### src/design/tdpt_pkg.sv
// ---------------------------------------------------------------------------
// tdpt_pkg: shared constants for the trial division prime test
// Default operand width used by the top level and the divider unit.
// ---------------------------------------------------------------------------
`default_nettype none

package tdpt_pkg;

	// default width of the number under test
	localparam int unsigned VALUE_WIDTH_DEF = 32;

	// smallest prime, and the first odd trial divisor
	localparam int unsigned SMALLEST_PRIME = 2;
	localparam int unsigned FIRST_DIVISOR  = 3;

	// odd divisors advance by this step
	localparam int unsigned DIVISOR_STEP   = 2;

endpackage : tdpt_pkg

`default_nettype wire

### src/design/trial_division_prime_test_top.sv
// ---------------------------------------------------------------------------
// trial_division_prime_test_top: trial division primality test
// Tests one unsigned number against odd divisors 3, 5, 7, ... using a
// shared bit-serial divider, and reports whether it is prime.
// ---------------------------------------------------------------------------
//  channel  | ports                | handshake
//  ---------+----------------------+------------------------------------
//  in       | value_n              | taken when start=1 and busy=0
//  out      | is_prime             | valid for one cycle while done=1
//
//  For n below three or even n, the check state decides the result and
//  raises done. Odd n runs one divider pass per odd divisor tried (up to
//  about sqrt(n)/2 divisors), each pass followed by a handoff through the
//  sequencer. busy falls in the cycle done is high, so the next item can
//  be taken at the edge that ends it.
//  Reset returns the sequencer to idle; a running test is dropped.
//  The result cannot be held off by the receiver.
// ---------------------------------------------------------------------------
`default_nettype none

module trial_division_prime_test_top #(
	parameter int unsigned VALUE_WIDTH = tdpt_pkg::VALUE_WIDTH_DEF
) (
	input  wire logic                   clk,
	input  wire logic                   arst_n,
	input  wire logic                   start,
	output logic                        busy,
	input  wire logic [VALUE_WIDTH-1:0] value_n,
	output logic                        done,
	output logic                        is_prime
);
	import tdpt_pkg::*;

	localparam int unsigned W = VALUE_WIDTH;

	typedef enum logic [1:0] {
		S_IDLE,
		S_CHECK,
		S_DIV
	} state_t;

	state_t       state_q;
	logic [W-1:0] n_q;
	logic [W-1:0] k_q;
	logic         go_q;
	logic         done_q;
	logic         prime_q;

	logic         div_done;
	logic [W-1:0] div_quot;
	logic [W-1:0] div_rem;

	// shared divider: n / k
	tdpt_div #(
		.W (W)
	) u_div (
		.clk       (clk),
		.arst_n    (arst_n),
		.go        (go_q),
		.dividend  (n_q),
		.divisor   (k_q),
		.done      (div_done),
		.quotient  (div_quot),
		.remainder (div_rem)
	);

	// sequencer: special cases, then one divider pass per odd candidate
	always_ff @(posedge clk or negedge arst_n) begin
		if (!arst_n) begin
			state_q <= S_IDLE;
			go_q    <= 1'b0;
			done_q  <= 1'b0;
			prime_q <= 1'b0;
		end else begin
			go_q   <= 1'b0;
			done_q <= 1'b0;
			unique case (state_q)
				S_IDLE: begin
					if (start) begin
						state_q <= S_CHECK;
					end
				end
				S_CHECK: begin
					if (n_q[W-1:1] == '0) begin
						// zero and one
						prime_q <= 1'b0;
						done_q  <= 1'b1;
						state_q <= S_IDLE;
					end else if (n_q == W'(SMALLEST_PRIME)) begin
						prime_q <= 1'b1;
						done_q  <= 1'b1;
						state_q <= S_IDLE;
					end else if (!n_q[0]) begin
						// even above two
						prime_q <= 1'b0;
						done_q  <= 1'b1;
						state_q <= S_IDLE;
					end else begin
						go_q    <= 1'b1;
						state_q <= S_DIV;
					end
				end
				S_DIV: begin
					if (div_done) begin
						if (k_q > div_quot) begin
							// k*k > n: no divisor left
							prime_q <= 1'b1;
							done_q  <= 1'b1;
							state_q <= S_IDLE;
						end else if (div_rem == '0) begin
							prime_q <= 1'b0;
							done_q  <= 1'b1;
							state_q <= S_IDLE;
						end else begin
							go_q <= 1'b1;
						end
					end
				end
				default: begin
					state_q <= S_IDLE;
				end
			endcase
		end
	end

	// operand and candidate registers
	always_ff @(posedge clk) begin
		if (state_q == S_IDLE && start) begin
			n_q <= value_n;
		end
		if (state_q == S_CHECK) begin
			k_q <= W'(FIRST_DIVISOR);
		end else if (state_q == S_DIV && div_done) begin
			k_q <= k_q + W'(DIVISOR_STEP);
		end
	end

	assign busy     = (state_q != S_IDLE);
	assign done     = done_q;
	assign is_prime = prime_q;

endmodule : trial_division_prime_test_top

`default_nettype wire

### src/design/tdpt_div.sv
// ---------------------------------------------------------------------------
// tdpt_div: bit-serial restoring divider
// Produces quotient and remainder of dividend / divisor, one quotient bit
// per cycle; done pulses for one cycle as the last quotient bit is stored.
// ---------------------------------------------------------------------------
`default_nettype none

module tdpt_div #(
	parameter int unsigned W = tdpt_pkg::VALUE_WIDTH_DEF
) (
	input  wire logic         clk,
	input  wire logic         arst_n,
	input  wire logic         go,
	input  wire logic [W-1:0] dividend,
	input  wire logic [W-1:0] divisor,
	output logic              done,
	output logic [W-1:0]      quotient,
	output logic [W-1:0]      remainder
);
	import tdpt_pkg::*;

	localparam int unsigned CW = $clog2(W + 1);

	logic          active_q;
	logic [CW-1:0] cnt_q;
	logic          done_q;
	logic [W-1:0]  rem_q;
	logic [W-1:0]  qd_q;     // dividend bits shift out, quotient bits shift in

	logic [W:0]    trial;
	logic [W:0]    diff;
	logic          fits;

	// one restoring step: shift in next dividend bit, subtract if it fits
	always_comb begin
		trial = {rem_q, qd_q[W-1]};
		diff  = trial - {1'b0, divisor};
		fits  = (trial >= {1'b0, divisor});
	end

	// step control
	always_ff @(posedge clk or negedge arst_n) begin
		if (!arst_n) begin
			active_q <= 1'b0;
			cnt_q    <= '0;
			done_q   <= 1'b0;
		end else begin
			done_q <= 1'b0;
			if (go) begin
				active_q <= 1'b1;
				cnt_q    <= CW'(W);
			end else if (active_q) begin
				cnt_q <= cnt_q - CW'(1);
				if (cnt_q == CW'(1)) begin
					active_q <= 1'b0;
					done_q   <= 1'b1;
				end
			end
		end
	end

	// datapath, no reset needed
	always_ff @(posedge clk) begin
		if (go) begin
			rem_q <= '0;
			qd_q  <= dividend;
		end else if (active_q) begin
			rem_q <= fits ? diff[W-1:0] : trial[W-1:0];
			qd_q  <= {qd_q[W-2:0], fits};
		end
	end

	assign done      = done_q;
	assign quotient  = qd_q;
	assign remainder = rem_q;

endmodule : tdpt_div

`default_nettype wire
### config.mk
export PLATFORM = sky130hd
export DESIGN_NAME = trial_division_prime_test_top
export DESIGN_NICKNAME = d
export VERILOG_FILES = /design/src/design/tdpt_pkg.sv /design/src/design/trial_division_prime_test_top.sv /design/src/design/tdpt_div.sv
export SDC_FILE = /design/constraint.sdc
export NUM_CORES = 1
export LEC_CHECK = 0
export ABC_AREA = 0
export BUFFER_PORTS_ARGS = -buffer_cell sky130_fd_sc_hd__buf_4
export CAP_MARGIN = 10
export CORE_MARGIN = 2
export CORE_UTILIZATION = 35
export DETAILED_ROUTE_END_ITERATION = 8
export GPL_ROUTABILITY_DRIVEN = 0
export REMOVE_ABC_BUFFERS = 1
export SLEW_MARGIN = 20
export SYNTH_ARGS = -nofsm -noshare
export SYNTH_HDL_FRONTEND = slang
export SYNTH_SLANG_ARGS = --single-unit
### constraint.sdc
create_clock -name clk -period 3.77 [get_ports clk]
set_clock_uncertainty 0.05 [all_clocks]
set_input_delay 0.754 -clock clk [delete_from_list [all_inputs] [get_ports clk]]
set_output_delay 0.754 -clock clk [all_outputs]
set_load 0.01 [all_outputs]
==> metrics <==
status finished, final reports clean; Fillers 2474; mux contribution to synthesized area approximately 1.9%; worst-path fanout max 6; Root Driver clkbuf_16; critical path class reg -> reg; highest clock rate 309 MHz; most frequent cells in the layout 105 x nand2_1, 84 x nor2_1, 80 x inv_1, 69 x ha_1, 64 x edfxtp_1; initial antenna violation count 0; fraction of registers with async set or reset after synthesis 9.29%; largest family of logic cells by synthesized area simple AND/OR/NAND/NOR gates; # diodes 0; DRT Wirelength 18800 um; CTS clk-pin slew, worst paths 70 ps; Yosys top cell area share a little under a quarter; worst slew pin tran 744 ps; Post-Synth Adder-Cell Area 10.3%; first-pass GRT wire length 31400 um; area of the core 0.0241 mm2; # setup viols final 0; Synth Area in Simple Gates 17.8%; Slew Limit Fails 0; Core Rows 57; final core occ 40.4%; CTS hold repair buffers 0; vias in the first global route 6376; largest cells by area after synthesis edfxtp_1 23%, dfxtp_1 15%, ha_1 10%; Worst path slowest cell fa_1; CP Capture Type flip-flop; Critical Path Start Type flip-flop; Post-synth EDFFs 64; leak pwr a little under 0.004 uW; Seq cells post-synth 140; CP required around 4000 ps; cts repair resizes 0; VDD IR max 420 uV; final hold vios 0; IO Pins 38; CTS Buf Count 17; synthesized instance count 930; most common cell after layout, fill and taps aside nand2_1; CP cell instances inv_1, fa_1, a211oi_1, o211ai_1, a311oi_1, o21ai_1, a31oi_1, o21a_1, mux2i_1, o31ai_1; Routed Antenna Nets 0; xor and xnor area share after synthesis 6.15%; via count 6552; Max Cap Violations 0; PwrDens 884 mW/mm2; die height 160 um; CTS Buffer Depth 2; Final Critical Period 3230 ps; Die X 160 um; RSZ-0062 raised after global routing no; area of the die approximately 0.026 mm2; Setup Buffers After CTS 0; port bufs 37; GRT overflow 0; Routed WL per cell about 14 um; Area growth, synth to finish 14.0%; sequential element share of the synthesized area 41.1%; Hold Slack 112 ps; Yosys cell types 69; leading area contributor after synthesis edfxtp_1; layout cells sized above 1 11.0%; slew margin rel. 50.4%; yosys warns 0; First-pass DRT Iterations 5; Post-synth top flop edfxtp_1; htree depth 4; clk_lat worst skew ~420 ps; Layout Nets 1063; DR iter-0 viols 312; final setup TNS 0 ps; Clock Sinks 140; complex-gate fraction of the synthesized area 17.2%; DR DRC count 0; clock tree from TritonCTS yes; Initial Util 35.4%; largest net degree at the start of global routing 65; overall fraction of global-route tracks in use 15.1%; crit path DAT 3490 ps; synthesized area per cell 9.18 um2; fin crit share 85.8%; CP peak stage delay roughly 490 ps; Worst Hold Class in -> async; DR vias/cell 5.06; DP Wirelength 14200 um; Synth Cell Area 0.00854 mm2
-- where the power goes --
part	internal, uW	switching, uW	total, uW	leakage (uW)
registers	2260	450	2710	0.00130
logic	1780	2360	4140	0.00232
clock network	1050	703	1760	0.000290
-- synthesized netlist by cell type, types with 7 or more instances --
cell type,instances
a211oi_1,10
ha_1,69
dfxtp_1,63
nor2_1,84
a21oi_1,37
a31oi_1,7
nand4_1,24
nand3_1,23
inv_1,80
nor3_1,12
nand2b_1,9
a21o_1,32
mux2i_1,13
nand2_1,105
o21ai_0,60
xnor2_1,53
a311oi_2,13
clkbuf_1,25
and3_1,10
nor4_1,22
edfxtp_1,64
dfrtp_1,13
xor2_1,7
-- logic make-up after synthesis --
| family | count (synthesis) |
|---|---|
| DFF | 140 |
| and+or+nand+nor | 321 |
| xor gates and xnor gates | 60 |
| adders and majority gates | 70 |
| buffers and inverters | 116 |
| AOI/OAI and AO/OA | 207 |
| muxes | 16 |
-- final cells by class --
type                       count  area, um2  area share, %
timing repair buffer          45        350           3.60
multi-input combinational    674       4560           46.8
clock inverter                15        186           1.91
inverter                      80        300           3.08
tap                          324        405           4.16
sequential                   140       3510           36.1
clock buffer                  17        425           4.37
-- registers in the layout (all words and copies together), names as in the netlist --
| signal | flops |
|---|---|
| n_q | 32 |
| u_div.quotient | 32 |
| u_div.remainder | 32 |
| k_q | 31 |
| u_div.cnt_q | 6 |
| state_q | 2 |
| done | 1 |
| go_q | 1 |
| is_prime | 1 |
| u_div.active_q | 1 |
| u_div.done | 1 |
-- stage by stage --
step | setup WS, ps | total power [uW] | area (um2) | instances
floorplan | 334 | 5830 | 8370 | 894
global placement | 582 | 6810 | 9130 | 1263
detailed placement | 559 | 6860 | 9130 | 1263
CTS | 537 | 8640 | 9740 | 1295
global route | 214 | 9290 | 9740 | 1295
finish | 536 | 8610 | 9740 | 1295
-- critical path, delay by kind of cell, from the launching register on --
family	cells	cell delay (ps)
adder cells (fa/ha/maj)	1	490
multiplexers	1	210
flip-flops	1	390
buffers and inverters	1	120
AO/OA/AOI/OAI	7	1850
-- final timing paths --
kind                                                  from                          endpoint  slack, ps  cells past startpoint
setup / recovery                       k_q[1]$_SDFFE_PP1P_  u_div.remainder[30]$_SDFFE_PP0P_        540                     10
hold / removal                                      arst_n        u_div.cnt_q[3]$_DFFE_PN0P_        110                      1
setup reg to reg                       k_q[1]$_SDFFE_PP1P_  u_div.remainder[30]$_SDFFE_PP0P_        540                     10
hold reg to reg            u_div.remainder[2]$_SDFFE_PP0P_   u_div.remainder[2]$_SDFFE_PP0P_        450                      2
max in group asynchronous                           arst_n          u_div.active_q$_DFF_PN0_       3380                      1
min in group clk                                value_n[2]                  n_q[2]$_DFFE_PP_        450                      1
-- per-layer routing --
| metal | track usage (%) | wire length (um) | vias up |
|---|---|---|---|
| met2 | 24.5 | 8530 | 103 |
| met3 | 2.29 | 601 | 25 |
| met1 | 20.7 | 9310 | 3038 |
| li1 | - | - | 3386 |
| met4 | 5.00 | 325 | 0 |
| met5 | 0 | 0 | - |
Note: power is estimated with default switching activity, not from simulation.
